`src/hdl/rmeu_pkg.sv`:
```
// Package for the register machine execute unit.
// Holds shared types, command and error codes and constants; no dependencies.
package rmeu_pkg;

   localparam int DEF_STACK_DEPTH = 64;
   localparam int DEF_REG_COUNT   = 32;
   localparam int DATA_W          = 32;
   localparam int INDEX_W         = 5;
   localparam int STATUS_ENTRIES  = 8;

   localparam int FLAG_PARITY   = 0;
   localparam int FLAG_ZERO     = 1;
   localparam int FLAG_SIGN     = 2;
   localparam int FLAG_OVERFLOW = 5;

   localparam logic [1:0] STATUS_RESET = 2'd2;
   localparam logic [DATA_W-1:0] LOW_NIBBLE_MASK  = 32'd15;
   localparam logic [DATA_W-1:0] HIGH_NIBBLE_MASK = 32'd240;

   typedef enum logic [4:0] {
      CMD_ADD    = 5'd0,
      CMD_SUB    = 5'd1,
      CMD_AND    = 5'd2,
      CMD_XOR    = 5'd3,
      CMD_OR     = 5'd4,
      CMD_ADDI   = 5'd5,
      CMD_SUBI   = 5'd6,
      CMD_ANDI   = 5'd7,
      CMD_XORI   = 5'd8,
      CMD_ORI    = 5'd9,
      CMD_MOVI   = 5'd10,
      CMD_MOVR   = 5'd11,
      CMD_SWAP   = 5'd12,
      CMD_DIV    = 5'd13,
      CMD_MULL   = 5'd14,
      CMD_PUSH   = 5'd15,
      CMD_POP    = 5'd16,
      CMD_INPUT  = 5'd17,
      CMD_OUTPUT = 5'd18,
      CMD_SKIPEQ = 5'd19
   } cmd_type;

   typedef enum logic [1:0] {
      ERR_OK       = 2'd0,
      ERR_DIV_ZERO = 2'd1,
      ERR_UNKNOWN  = 2'd2
   } err_type;

   typedef enum logic [2:0] {
      ST_IDLE,
      ST_EXEC,
      ST_WAIT,
      ST_WRB,
      ST_POPW,
      ST_FINISH
   } state_type;

   typedef enum logic [1:0] {
      MD_IDLE,
      MD_RUN,
      MD_FIX
   } md_state_type;

   typedef struct packed {
      logic              start;
      logic              is_div;
      logic [DATA_W-1:0] op_a;
      logic [DATA_W-1:0] op_b;
   } md_req_type;

   typedef struct packed {
      logic              done;
      logic [DATA_W-1:0] lo;   // quotient or product bits 31:0
      logic [DATA_W-1:0] hi;   // remainder or product bits 63:32
   } md_res_type;

endpackage

```
`src/hdl/rmeu_regfile.sv`:
```
// Register file of the execute unit: one write port, two registered read ports.
// Per-entry valid bits make unwritten registers read as zero. Uses rmeu_pkg.
module rmeu_regfile
   import rmeu_pkg::*;
#(
   parameter int REG_COUNT = DEF_REG_COUNT,
   localparam int RW = (REG_COUNT > 1) ? $clog2(REG_COUNT) : 1
) (
   input  logic              clock,
   input  logic              reset,
   input  logic [RW-1:0]     rd_a_addr,
   input  logic [RW-1:0]     rd_b_addr,
   output logic [DATA_W-1:0] rd_a_data,
   output logic [DATA_W-1:0] rd_b_data,
   input  logic              wr_en,
   input  logic [RW-1:0]     wr_addr,
   input  logic [DATA_W-1:0] wr_data
);

   logic [DATA_W-1:0] mem [REG_COUNT];
   logic [REG_COUNT-1:0] valid_ff;
   logic [DATA_W-1:0] rd_a_ff, rd_b_ff;
   logic vld_a_ff, vld_b_ff;

   always_ff @(posedge clock) begin
      if (wr_en) begin
         mem[wr_addr] <= wr_data;
      end
      rd_a_ff <= mem[rd_a_addr];
      rd_b_ff <= mem[rd_b_addr];
   end

   always_ff @(posedge clock) begin
      if (reset) begin
         valid_ff <= '0;
         vld_a_ff <= 1'b0;
         vld_b_ff <= 1'b0;
      end else begin
         if (wr_en) begin
            valid_ff[wr_addr] <= 1'b1;
         end
         vld_a_ff <= valid_ff[rd_a_addr];
         vld_b_ff <= valid_ff[rd_b_addr];
      end
   end

   assign rd_a_data = vld_a_ff ? rd_a_ff : '0;
   assign rd_b_data = vld_b_ff ? rd_b_ff : '0;

endmodule

```
`src/hdl/rmeu_stack.sv`:
```
// Status stack: a memory of 2-bit entries with a wrapping top pointer and a
// saturating fill count. Pop data is registered. Uses rmeu_pkg.
module rmeu_stack
   import rmeu_pkg::*;
#(
   parameter int STACK_DEPTH = DEF_STACK_DEPTH,
   localparam int SW = (STACK_DEPTH > 1) ? $clog2(STACK_DEPTH) : 1,
   localparam int CW = $clog2(STACK_DEPTH + 1)
) (
   input  logic       clock,
   input  logic       reset,
   input  logic       push,
   input  logic [1:0] push_data,
   input  logic       pop,
   output logic       empty,
   output logic [1:0] pop_data
);

   logic [1:0] mem [STACK_DEPTH];
   logic [SW-1:0] top_ff, top_in, top_dec;
   logic [CW-1:0] count_ff, count_in;
   logic [1:0] pop_data_ff;

   assign top_dec = (top_ff == '0) ? SW'(STACK_DEPTH - 1) : top_ff - 1'b1;
   assign empty   = (count_ff == '0);

   always_comb begin
      top_in   = top_ff;
      count_in = count_ff;
      if (push) begin
         top_in = (top_ff == SW'(STACK_DEPTH - 1)) ? '0 : top_ff + 1'b1;
         if (count_ff != CW'(STACK_DEPTH)) begin
            count_in = count_ff + 1'b1;
         end
      end else if (pop && !empty) begin
         top_in   = top_dec;
         count_in = count_ff - 1'b1;
      end
   end

   always_ff @(posedge clock) begin
      if (reset) begin
         top_ff   <= '0;
         count_ff <= '0;
      end else begin
         top_ff   <= top_in;
         count_ff <= count_in;
      end
   end

   always_ff @(posedge clock) begin
      if (push) begin
         mem[top_ff] <= push_data;
      end
      pop_data_ff <= mem[top_dec];
   end

   assign pop_data = pop_data_ff;

endmodule

```
`src/hdl/rmeu_muldiv.sv`:
```
// Iterative signed multiply and truncating divide on magnitudes, one bit per
// cycle through a single shared 33-bit adder, then a sign fix step. Uses rmeu_pkg.
module rmeu_muldiv
   import rmeu_pkg::*;
(
   input  logic       clock,
   input  logic       reset,
   input  md_req_type req,
   output md_res_type res
);

   md_state_type state_ff, state_in;
   logic [4:0] cnt_ff, cnt_in;
   logic is_div_ff, is_div_in;
   logic neg_lo_ff, neg_lo_in, neg_hi_ff, neg_hi_in;
   logic [DATA_W-1:0] x_ff, x_in, y_ff, y_in, m_ff, m_in;
   md_res_type res_ff, res_in;

   logic [DATA_W:0] op1, op2;
   logic cin;
   logic [DATA_W+1:0] sum;
   logic [2*DATA_W-1:0] prod;

   // Shared adder: accumulate for multiply, trial subtract for divide.
   always_comb begin
      if (is_div_ff) begin
         op1 = {x_ff, y_ff[DATA_W-1]};
         op2 = ~{1'b0, m_ff};
         cin = 1'b1;
      end else begin
         op1 = {1'b0, x_ff};
         op2 = y_ff[0] ? {1'b0, m_ff} : '0;
         cin = 1'b0;
      end
      sum = {1'b0, op1} + {1'b0, op2} + {{(DATA_W+1){1'b0}}, cin};
   end

   always_comb begin
      state_in  = state_ff;
      cnt_in    = cnt_ff;
      is_div_in = is_div_ff;
      neg_lo_in = neg_lo_ff;
      neg_hi_in = neg_hi_ff;
      x_in      = x_ff;
      y_in      = y_ff;
      m_in      = m_ff;
      res_in    = res_ff;
      res_in.done = 1'b0;
      prod      = {x_ff, y_ff};
      unique case (state_ff)
         MD_IDLE: begin
            if (req.start) begin
               state_in  = MD_RUN;
               cnt_in    = '0;
               is_div_in = req.is_div;
               neg_lo_in = req.op_a[DATA_W-1] ^ req.op_b[DATA_W-1];
               neg_hi_in = req.is_div ? req.op_a[DATA_W-1]
                                      : req.op_a[DATA_W-1] ^ req.op_b[DATA_W-1];
               x_in = '0;
               y_in = req.op_a[DATA_W-1] ? -req.op_a : req.op_a;
               m_in = req.op_b[DATA_W-1] ? -req.op_b : req.op_b;
            end
         end
         MD_RUN: begin
            if (is_div_ff) begin
               if (sum[DATA_W+1]) begin
                  x_in = sum[DATA_W-1:0];
               end else begin
                  x_in = {x_ff[DATA_W-2:0], y_ff[DATA_W-1]};
               end
               y_in = {y_ff[DATA_W-2:0], sum[DATA_W+1]};
            end else begin
               x_in = sum[DATA_W:1];
               y_in = {sum[0], y_ff[DATA_W-1:1]};
            end
            cnt_in = cnt_ff + 1'b1;
            if (cnt_ff == 5'd31) begin
               state_in = MD_FIX;
            end
         end
         MD_FIX: begin
            state_in    = MD_IDLE;
            res_in.done = 1'b1;
            if (is_div_ff) begin
               res_in.lo = neg_lo_ff ? -y_ff : y_ff;
               res_in.hi = neg_hi_ff ? -x_ff : x_ff;
            end else begin
               prod      = neg_lo_ff ? -{x_ff, y_ff} : {x_ff, y_ff};
               res_in.lo = prod[DATA_W-1:0];
               res_in.hi = prod[2*DATA_W-1:DATA_W];
            end
         end
         default: state_in = MD_IDLE;
      endcase
   end

   always_ff @(posedge clock) begin
      if (reset) begin
         state_ff    <= MD_IDLE;
         res_ff.done <= 1'b0;
      end else begin
         state_ff    <= state_in;
         res_ff.done <= res_in.done;
      end
      cnt_ff    <= cnt_in;
      is_div_ff <= is_div_in;
      neg_lo_ff <= neg_lo_in;
      neg_hi_ff <= neg_hi_in;
      x_ff      <= x_in;
      y_ff      <= y_in;
      m_ff      <= m_in;
      res_ff.lo <= res_in.lo;
      res_ff.hi <= res_in.hi;
   end

   assign res = res_ff;

   a_start_when_idle: assert property (@(posedge clock) disable iff (reset)
      req.start |-> state_ff == MD_IDLE)
      else $error("muldiv started while busy");

   a_done_after_fix: assert property (@(posedge clock) disable iff (reset)
      state_ff == MD_FIX |=> res.done)
      else $error("muldiv done missing after fix cycle");

   a_run_after_start: assert property (@(posedge clock) disable iff (reset)
      (state_ff == MD_IDLE && req.start) |=> state_ff == MD_RUN && cnt_ff == '0)
      else $error("muldiv did not begin iterating");

endmodule

```
`src/hdl/register_machine_execute_unit.sv`:
```
// Register machine execute unit: executes one instruction per input beat.
// Input channel req_*: one instruction per beat; the opcode travels on req_tuser.
// Result channel rsp_*: exactly one result beat per instruction, in order.
// The unit takes one instruction at a time. req_tready is high only while it
// waits for an instruction. After acceptance, ALU, move, input, output, push
// and compare instructions pass through read, execute and result register;
// pop from a non-empty stack and swap add a stack read or a second register
// write, and divide and multiply wait on the shared multiply/divide unit
// (a divide by zero does not start it), which resolves one bit of the 32-bit
// operands per cycle, followed by a sign correction and two register file writes.
// A further instruction is taken as soon as the previous one has moved into
// the result register, even while that beat waits on rsp_tready; a second
// result then waits until the first beat is taken.
// Reset (synchronous, active high) clears all registers to zero, all status
// entries to two and empties the status stack; no clearing pass is needed.
// Uses rmeu_pkg, rmeu_regfile, rmeu_stack and rmeu_muldiv.
module register_machine_execute_unit
   import rmeu_pkg::*;
#(
   parameter int STACK_DEPTH = DEF_STACK_DEPTH,
   parameter int REG_COUNT   = DEF_REG_COUNT
) (
   input  logic        clock,
   input  logic        reset,
   input  logic        req_tvalid,
   output logic        req_tready,
   // dest_index[4:0], src_a_index[9:5], src_b_index[14:10], immediate[46:15],
   // input_value[78:47], flag_index[81:79], zero fill above
   input  logic [87:0] req_tdata,
   // command[4:0]
   input  logic [4:0]  req_tuser,
   output logic        rsp_tvalid,
   input  logic        rsp_tready,
   // value[31:0], status_word[47:32], skip_next[48], error_code[50:49], zero fill above
   output logic [55:0] rsp_tdata
);

   localparam int RW = (REG_COUNT > 1) ? $clog2(REG_COUNT) : 1;

   state_type state_ff, state_in;
   cmd_type cmd_ff;
   logic [RW-1:0] d_ff, ia_ff, ib_ff;
   logic [DATA_W-1:0] imm_ff, inval_ff;
   logic [2:0] fi_ff;
   logic [1:0] status_ff [STATUS_ENTRIES];
   logic [1:0] status_in [STATUS_ENTRIES];
   logic [DATA_W-1:0] value_ff, value_in, sec_ff, sec_in;
   logic skip_ff, skip_in;
   err_type err_ff, err_in;
   logic rsp_valid_ff, rsp_valid_in;
   logic [55:0] rsp_data_ff, rsp_data_in;

   logic [RW-1:0] reg_mod [32];
   logic [RW-1:0] rd_a_addr, rd_b_addr, wr_addr;
   logic [DATA_W-1:0] rd_a_data, rd_b_data, wr_data;
   logic wr_en;
   logic [DATA_W-1:0] op_a, op_b, alu_b, sum, logic_r;
   logic is_sub, add_ovf, sub_ovf;
   logic push, pop, stack_empty;
   logic [1:0] pop_data;
   md_req_type md_req;
   md_res_type md_res;
   logic [15:0] status_word;
   logic accept;

   // Register numbers are taken modulo the register count through a constant table.
   for (genvar k = 0; k < 32; k++) begin : g_mod
      assign reg_mod[k] = RW'(k % REG_COUNT);
   end

   assign accept     = req_tvalid && req_tready;
   assign req_tready = (state_ff == ST_IDLE);
   assign rd_a_addr  = (cmd_type'(req_tuser) == CMD_OUTPUT) ? '0 : reg_mod[req_tdata[9:5]];
   assign rd_b_addr  = reg_mod[req_tdata[14:10]];

   rmeu_regfile #(.REG_COUNT(REG_COUNT)) u_regfile (
      .clock     (clock),
      .reset     (reset),
      .rd_a_addr (rd_a_addr),
      .rd_b_addr (rd_b_addr),
      .rd_a_data (rd_a_data),
      .rd_b_data (rd_b_data),
      .wr_en     (wr_en),
      .wr_addr   (wr_addr),
      .wr_data   (wr_data)
   );

   rmeu_stack #(.STACK_DEPTH(STACK_DEPTH)) u_stack (
      .clock     (clock),
      .reset     (reset),
      .push      (push),
      .push_data (status_ff[fi_ff]),
      .pop       (pop),
      .empty     (stack_empty),
      .pop_data  (pop_data)
   );

   rmeu_muldiv u_muldiv (
      .clock (clock),
      .reset (reset),
      .req   (md_req),
      .res   (md_res)
   );

   // Operand b is the immediate for the immediate forms of the ALU commands.
   assign op_a = rd_a_data;
   assign op_b = (cmd_ff >= CMD_ADDI && cmd_ff <= CMD_ORI) ? imm_ff : rd_b_data;
   assign is_sub = (cmd_ff == CMD_SUB) || (cmd_ff == CMD_SUBI);
   assign alu_b  = is_sub ? ~op_b : op_b;
   assign sum    = op_a + alu_b + {{(DATA_W-1){1'b0}}, is_sub};
   assign add_ovf = (!op_a[31] && op_a != '0 && !op_b[31] && op_b != '0 && sum[31]) ||
                    (op_a[31] && op_b[31] && !sum[31] && sum != '0);
   assign sub_ovf = (!op_a[31] && op_a != '0 && op_b[31] && sum[31]) ||
                    (op_a[31] && !op_b[31] && op_b != '0 && !sum[31] && sum != '0);

   always_comb begin
      unique case (cmd_ff)
         CMD_AND, CMD_ANDI: logic_r = op_a & op_b;
         CMD_XOR, CMD_XORI: logic_r = op_a ^ op_b;
         default:           logic_r = op_a | op_b;
      endcase
   end

   always_comb begin
      for (int i = 0; i < STATUS_ENTRIES; i++) begin
         status_word[2*i +: 2] = status_ff[i];
      end
   end

   always_comb begin
      logic [DATA_W-1:0] r;
      logic [DATA_W-1:0] p;
      state_in     = state_ff;
      status_in    = status_ff;
      value_in     = value_ff;
      sec_in       = sec_ff;
      skip_in      = skip_ff;
      err_in       = err_ff;
      rsp_valid_in = rsp_valid_ff;
      rsp_data_in  = rsp_data_ff;
      wr_en        = 1'b0;
      wr_addr      = ia_ff;
      wr_data      = '0;
      push         = 1'b0;
      pop          = 1'b0;
      md_req       = '0;
      md_req.op_a  = op_a;
      md_req.op_b  = op_b;
      r            = '0;
      p            = md_res.lo;
      if (rsp_valid_ff && rsp_tready) begin
         rsp_valid_in = 1'b0;
      end
      unique case (state_ff)
         ST_IDLE: begin
            if (req_tvalid) begin
               state_in = ST_EXEC;
               value_in = '0;
               skip_in  = 1'b0;
               err_in   = ERR_OK;
            end
         end
         ST_EXEC: begin
            state_in = ST_FINISH;
            unique case (cmd_ff)
               CMD_ADD, CMD_SUB, CMD_AND, CMD_XOR, CMD_OR,
               CMD_ADDI, CMD_SUBI, CMD_ANDI, CMD_XORI, CMD_ORI: begin
                  r = (cmd_ff == CMD_ADD || cmd_ff == CMD_SUB || cmd_ff == CMD_ADDI ||
                       cmd_ff == CMD_SUBI) ? sum : logic_r;
                  wr_en    = 1'b1;
                  wr_addr  = d_ff;
                  wr_data  = r;
                  value_in = r;
                  status_in[FLAG_PARITY] = {1'b0, !r[31] && ^r};
                  status_in[FLAG_ZERO]   = {1'b0, r == '0};
                  status_in[FLAG_SIGN]   = {1'b0, r[31]};
                  if (cmd_ff == CMD_ADD || cmd_ff == CMD_ADDI) begin
                     status_in[FLAG_OVERFLOW] = {1'b0, add_ovf};
                  end else if (is_sub) begin
                     status_in[FLAG_OVERFLOW] = {1'b0, sub_ovf};
                  end
               end
               CMD_MOVI: begin
                  wr_en    = 1'b1;
                  wr_addr  = d_ff;
                  wr_data  = imm_ff;
                  value_in = imm_ff;
               end
               CMD_MOVR: begin
                  wr_en    = 1'b1;
                  wr_addr  = d_ff;
                  wr_data  = op_a;
                  value_in = op_a;
               end
               CMD_SWAP: begin
                  // When both indexes match, the later write of a decides the value.
                  wr_en    = 1'b1;
                  wr_data  = op_b;
                  sec_in   = op_a;
                  value_in = (ia_ff == ib_ff) ? op_a : op_b;
                  state_in = ST_WRB;
               end
               CMD_DIV: begin
                  if (op_b == '0) begin
                     err_in = ERR_DIV_ZERO;
                  end else begin
                     md_req.start  = 1'b1;
                     md_req.is_div = 1'b1;
                     state_in      = ST_WAIT;
                  end
               end
               CMD_MULL: begin
                  md_req.start = 1'b1;
                  state_in     = ST_WAIT;
               end
               CMD_PUSH: push = 1'b1;
               CMD_POP: begin
                  if (stack_empty) begin
                     status_in[fi_ff] = 2'd0;
                  end else begin
                     pop      = 1'b1;
                     state_in = ST_POPW;
                  end
               end
               CMD_INPUT: begin
                  wr_en    = 1'b1;
                  wr_addr  = '0;
                  wr_data  = inval_ff;
                  value_in = inval_ff;
               end
               CMD_OUTPUT: value_in = op_a;
               CMD_SKIPEQ: skip_in = (op_a == rd_b_data);
               default: err_in = ERR_UNKNOWN;
            endcase
         end
         ST_WAIT: begin
            if (md_res.done) begin
               state_in = ST_WRB;
               wr_en    = 1'b1;
               if (cmd_ff == CMD_DIV) begin
                  r        = md_res.lo;
                  wr_data  = md_res.lo;
                  value_in = md_res.lo;
                  sec_in   = md_res.hi;
               end else begin
                  r        = p;
                  wr_data  = (p & HIGH_NIBBLE_MASK) >> 4;
                  sec_in   = p & LOW_NIBBLE_MASK;
                  value_in = (ia_ff == ib_ff) ? (p & LOW_NIBBLE_MASK)
                                              : ((p & HIGH_NIBBLE_MASK) >> 4);
                  status_in[FLAG_OVERFLOW] = {1'b0, md_res.hi != {DATA_W{p[31]}}};
               end
               status_in[FLAG_PARITY] = {1'b0, !r[31] && ^r};
               status_in[FLAG_ZERO]   = {1'b0, r == '0};
               status_in[FLAG_SIGN]   = {1'b0, r[31]};
            end
         end
         ST_WRB: begin
            wr_en    = 1'b1;
            wr_addr  = ib_ff;
            wr_data  = sec_ff;
            state_in = ST_FINISH;
         end
         ST_POPW: begin
            status_in[fi_ff] = pop_data;
            state_in         = ST_FINISH;
         end
         ST_FINISH: begin
            if (!rsp_valid_ff || rsp_tready) begin
               rsp_valid_in = 1'b1;
               rsp_data_in  = {5'd0, err_ff, skip_ff, status_word, value_ff};
               state_in     = ST_IDLE;
            end
         end
         default: state_in = ST_IDLE;
      endcase
   end

   always_ff @(posedge clock) begin
      if (reset) begin
         state_ff     <= ST_IDLE;
         rsp_valid_ff <= 1'b0;
         for (int i = 0; i < STATUS_ENTRIES; i++) begin
            status_ff[i] <= STATUS_RESET;
         end
      end else begin
         state_ff     <= state_in;
         rsp_valid_ff <= rsp_valid_in;
         status_ff    <= status_in;
      end
   end

   always_ff @(posedge clock) begin
      if (accept) begin
         cmd_ff   <= cmd_type'(req_tuser);
         d_ff     <= reg_mod[req_tdata[4:0]];
         ia_ff    <= reg_mod[req_tdata[9:5]];
         ib_ff    <= reg_mod[req_tdata[14:10]];
         imm_ff   <= req_tdata[46:15];
         inval_ff <= req_tdata[78:47];
         fi_ff    <= req_tdata[81:79];
      end
      value_ff    <= value_in;
      sec_ff      <= sec_in;
      skip_ff     <= skip_in;
      err_ff      <= err_in;
      rsp_data_ff <= rsp_data_in;
   end

   assign rsp_tvalid = rsp_valid_ff;
   assign rsp_tdata  = rsp_data_ff;

   a_exec_after_accept: assert property (@(posedge clock) disable iff (reset)
      accept |=> state_ff == ST_EXEC)
      else $error("accepted beat not executed next cycle");

   a_md_done_in_wait: assert property (@(posedge clock) disable iff (reset)
      md_res.done |-> state_ff == ST_WAIT)
      else $error("multiply/divide result outside wait state");

   a_no_push_and_pop: assert property (@(posedge clock) disable iff (reset)
      !(push && pop))
      else $error("stack pushed and popped together");

   a_no_write_when_idle: assert property (@(posedge clock) disable iff (reset)
      wr_en |-> state_ff != ST_IDLE && state_ff != ST_FINISH)
      else $error("register write outside execution");

endmodule
```
`config.mk`:
```
export PLATFORM = sky130hd
export DESIGN_NAME = register_machine_execute_unit
export DESIGN_NICKNAME = d
export VERILOG_FILES = /design/src/hdl/rmeu_pkg.sv /design/src/hdl/rmeu_regfile.sv /design/src/hdl/rmeu_stack.sv /design/src/hdl/rmeu_muldiv.sv /design/src/hdl/register_machine_execute_unit.sv
export SDC_FILE = /design/constraint.sdc
export NUM_CORES = 2
export LEC_CHECK = 0
export ABC_AREA = 1
export BUFFER_PORTS_ARGS = -buffer_cell sky130_fd_sc_hd__buf_2
export CAP_MARGIN = 20
export CORE_MARGIN = 2
export CORE_UTILIZATION = 30
export DETAILED_ROUTE_END_ITERATION = 6
export GPL_TIMING_DRIVEN = 0
export PLACE_DENSITY_LB_ADDON = 0.2
export SYNTH_ARGS = -nofsm -noshare
export SYNTH_HDL_FRONTEND = slang
export SYNTH_HIERARCHICAL = 1
export SYNTH_SLANG_ARGS = --single-unit
export TNS_END_PERCENT = 1
```
`constraint.sdc`:
```
create_clock -name clock -period 18.44 [get_ports clock]
set_input_delay 0.922 -clock clock [delete_from_list [all_inputs] [get_ports clock]]
set_output_delay 0.922 -clock clock [all_outputs]
set_load 0.005 [all_outputs]
```
==> metrics.md <==
| Metric | Value |
|---|---|
| # IOs | `between 150 and 200` |
| Gr ovfl total | `0` |
| Synth-to-layout area growth | `16.0%` |
| Status | `finished, violations left` |
| CP max-delay cell | `o221ai_1` |
| FMAX | `approximately 0.14 GHz` |
| VDD IR max | `0.0810 mV` |
| Layout cells sized above 1 | `0.0897` |
| Leading area contributor after synthesis | `edfxtp_1` |
| Sw frac | `0.340` |
| Max Used Layer | `met5` |
| Worst rel slew slack | `0.0976` |
| XOR/XNOR Fraction of Synth Area | `0.0183` |
| Ys async rst share | `0` |
| Startpoint Class | `flop` |
| P_sw | `about 3.7 mW` |
| Avg Inst Size Synth | `around 8.3 um^2` |
| Sequential area share after synthesis | `0.515` |
| Vias in the first global route | `between 80000 and 90000` |
| Sequential Power Share | `0.406` |
| Distinct cells, synth | `slightly above 70` |
| Final Net Count | `between 10000 and 15000` |
| CORE AREA | `312000 um^2` |
| Clk slew on worst S/H paths | `roughly 0.060 ns` |
| Routed Antenna Nets | `0` |
| Clock tree buffer depth | `4` |
| Min Hold Slack | `roughly 0.16 ns` |
| P_leak | `~44 nW` |
| DR vias/cell | `around 5.6` |
| Clk network pwr share | `0.362` |
| Crit-path max FO | `12` |
| Max Cap Violations | `0` |
| HPWL Detailed | `401 mm` |
| Tmin final | `about 7.1 ns` |
| Initial antenna violation count | `42` |
| Number of synthesized flops with an enable pin | `approximately 1500` |
| Metal-1 WL | `between 200 and 250 mm` |
| Complex-gate fraction of the synthesized area | `0.0578` |
| Hold Vio Cnt, Final | `0` |
| DR pass1 iterations | `7` |
| H-tree Lvls | `4` |
| Synth top area share | `0.486` |
| DRT Wirelength | `approximately 520 mm` |
| Yosys Warn Count | `6` |
| Post-synthesis mux area share | `0` |
| First-pass GRT wire length | `about 690 mm` |
| Met3 wire length | `around 60 mm` |
| Post-Synthesis Cell Area | `94200 um^2` |
| Setup tns final | `0 ns` |
| Synth Register Bits | `~1700` |
| Cells after Synth | `roughly 11000` |
| Final Slew Violations | `0` |
| Num CTS Buffers | `195` |
| Cts repair resizes | `0` |
| Top_reg_cell synth | `edfxtp_1` |
| Worst-Margin Slew | `approximately 1.4 ns` |
| Root buf cell | `clkbuf_16` |
| Initial Utilization | `0.302` |
| CTS tree | `done` |
| RSZ-0062 raised after global routing | `no` |
| Hold Path Class | `in2reg` |
| Most frequent cells in the layout | `3883 x nand2_1, 2142 x nand3_1, 1525 x edfxtp_1, 774 x inv_1, 531 x nor2_1` |
| CP max stage delay | `0.60 ns` |
| GPL Wtd Cong | `1.07` |
| DRC viols | `1` |
| Pwr per Cell Area | `roughly 100 nW/um^2` |
| Crit path kind | `reg2reg` |
| First-iteration detailed-routing DRC count | `between 10000 and 15000` |
| Post-CTS setup buffer count | `0` |
| Post-Synth Simple-Gate Area | `0.319` |
| Crit path DAT | `between 7 and 8 ns` |
| I/O Buffers | `approximately 140` |
| Fin worst setup slack | `around 11 ns` |
| FP Rows | `a little over 200` |
| Util after Layout | `0.350` |
| Die height | `564 um` |
| CP dominant cell by count | `nand2_1` |
| WL met2 | `about 220 mm` |
| Clock Latency Late Sink | `between 0.9 and 1 ns` |
| Data required time of the worst path | `about 19 ns` |
| Int Pwr | `7.26 mW` |
| Die ar. | `318000 um^2` |
| Via count | `91000` |
| Clk sink count | `between 1500 and 2000` |
| CP endpoint kind | `flop` |
| Logic pwr share | `0.232` |
| Commonest non-fill, non-tap cell in the layout | `nand2_1` |
| Final Cycle Share | `0.384` |
| Synth area leaders | `edfxtp_1 49%, nand2_1 16%, nand3_1 11%` |
| Main combinational cell family by area after synthesis | `simple AND/OR/NAND/NOR gates` |
| Violated checks | `design-rule violations` |
| DIE WIDTH | `564 um` |
| Clock Skew | `0.0554 ns` |
| Largest net degree at the start of global routing | `65` |
| Post-CTS Hold Buffers | `0` |
| Routed WL per cell | `roughly 32 um` |
| Adder-cell share of the synthesized area | `0.0241` |
| Setup violators final | `0` |
| DP Worst Slack | `11.51 ns` |
| Total GRT Usage | `0.319` |
## cells in the mapped netlist, drive strengths merged, types with 3 or more instances
master   instances
nand2         3916
nand3         2156
edfxtp        1525
inv            797
nor2           585
buf            423
o21ai          409
a21oi          263
clkbuf         244
ha             175
xor2           143
dfxtp          136
nor3            87
nand4           82
and2            70
xnor2           52
nand3b          50
o22ai           43
o221ai          32
o211ai          31
a22oi           19
nor4            16
a31oi           15
o21a            15
a221oi          14
or2             14
o31ai           11
a22o            10
a32oi           10
o2111ai          8
o21bai           8
o311ai           8
a211oi           6
a21o             6
clkinv           6
fa               4
and3             3
o41ai            3
## cells by family after synthesis
family	count (synthesis)
fa+ha+maj	179
other cells	1
compound gates	921
xor+xnor	195
simple gates	6982
flops	1661
buf+inv	1470
## metrics by stage
step           cells  power [mW]  cell area, um^2
5_1_grt        16200        11.2           109000
3_3_place_gp   15700        6.91           100000
3_5_place_dp   15800        6.96           103000
2_1_floorplan  11400        5.74            94200
4_1_cts        16200        10.9           109000
6_report       16200        11.0           109000
## critical path: cells and delay by family, from the launching register on
kind / cells / cell delay [ns]
flip-flops: 1 / 0.58
buffers and inverters: 7 / 1.67
adder cells (fa/ha/maj): 1 / 0.44
AO/OA/AOI/OAI: 5 / 1.83
AND/OR/NAND/NOR: 16 / 1.86
XOR/XNOR: 1 / 0.44
## final cells by class
cell class	instances	area, um^2
Antenna cell	31	77.6
Buffer	667	3180
Clock buffer	247	5230
Clock inverter	110	1130
Fill cell	32700	203000
Inverter	803	3020
Multi-Input combinational cell	8282	40000
Sequential cell	1661	48500
Tap cell	4140	5180
Timing Repair Buffer	277	2910
## sequential cells by signal (all words and copies together) (netlist names), 51 cells and up
name and count:
u_regfile/mem 1024, u_stack/mem 128, u_muldiv/res 65, rsp_tdata 51
## power by group through the flow
stage               logic [mW]  clock network [mW]  registers [mW]
finish                    2.55                3.98            4.46
global route              2.63                4.15            4.46
CTS                       2.44                4.02            4.45
detailed placement        2.43                   0            4.53
global placement          2.33                   0            4.58
floorplan                 1.24                   0            4.49
## routing by layer
metal	vias up	GRT usage
met1	44200	0.406
met2	5953	0.465
li1	39600	-
met5	-	0
met4	14	0.225
met3	1245	0.0876
## worst paths after layout
path / startpoint / endpoint / slack, ns / cells after the start
hold reg to reg: value_ff[22] / rsp_tdata[22] / 0.42 / 0
hold / removal: req_tdata[38] / imm_ff[23] / 0.16 / 1
setup reg to reg: cmd_ff[2] / u_regfile/mem[31][28] / 11.35 / 30
setup / recovery: cmd_ff[2] / u_regfile/mem[31][28] / 11.35 / 30
(Power assumes the default switching activity.)
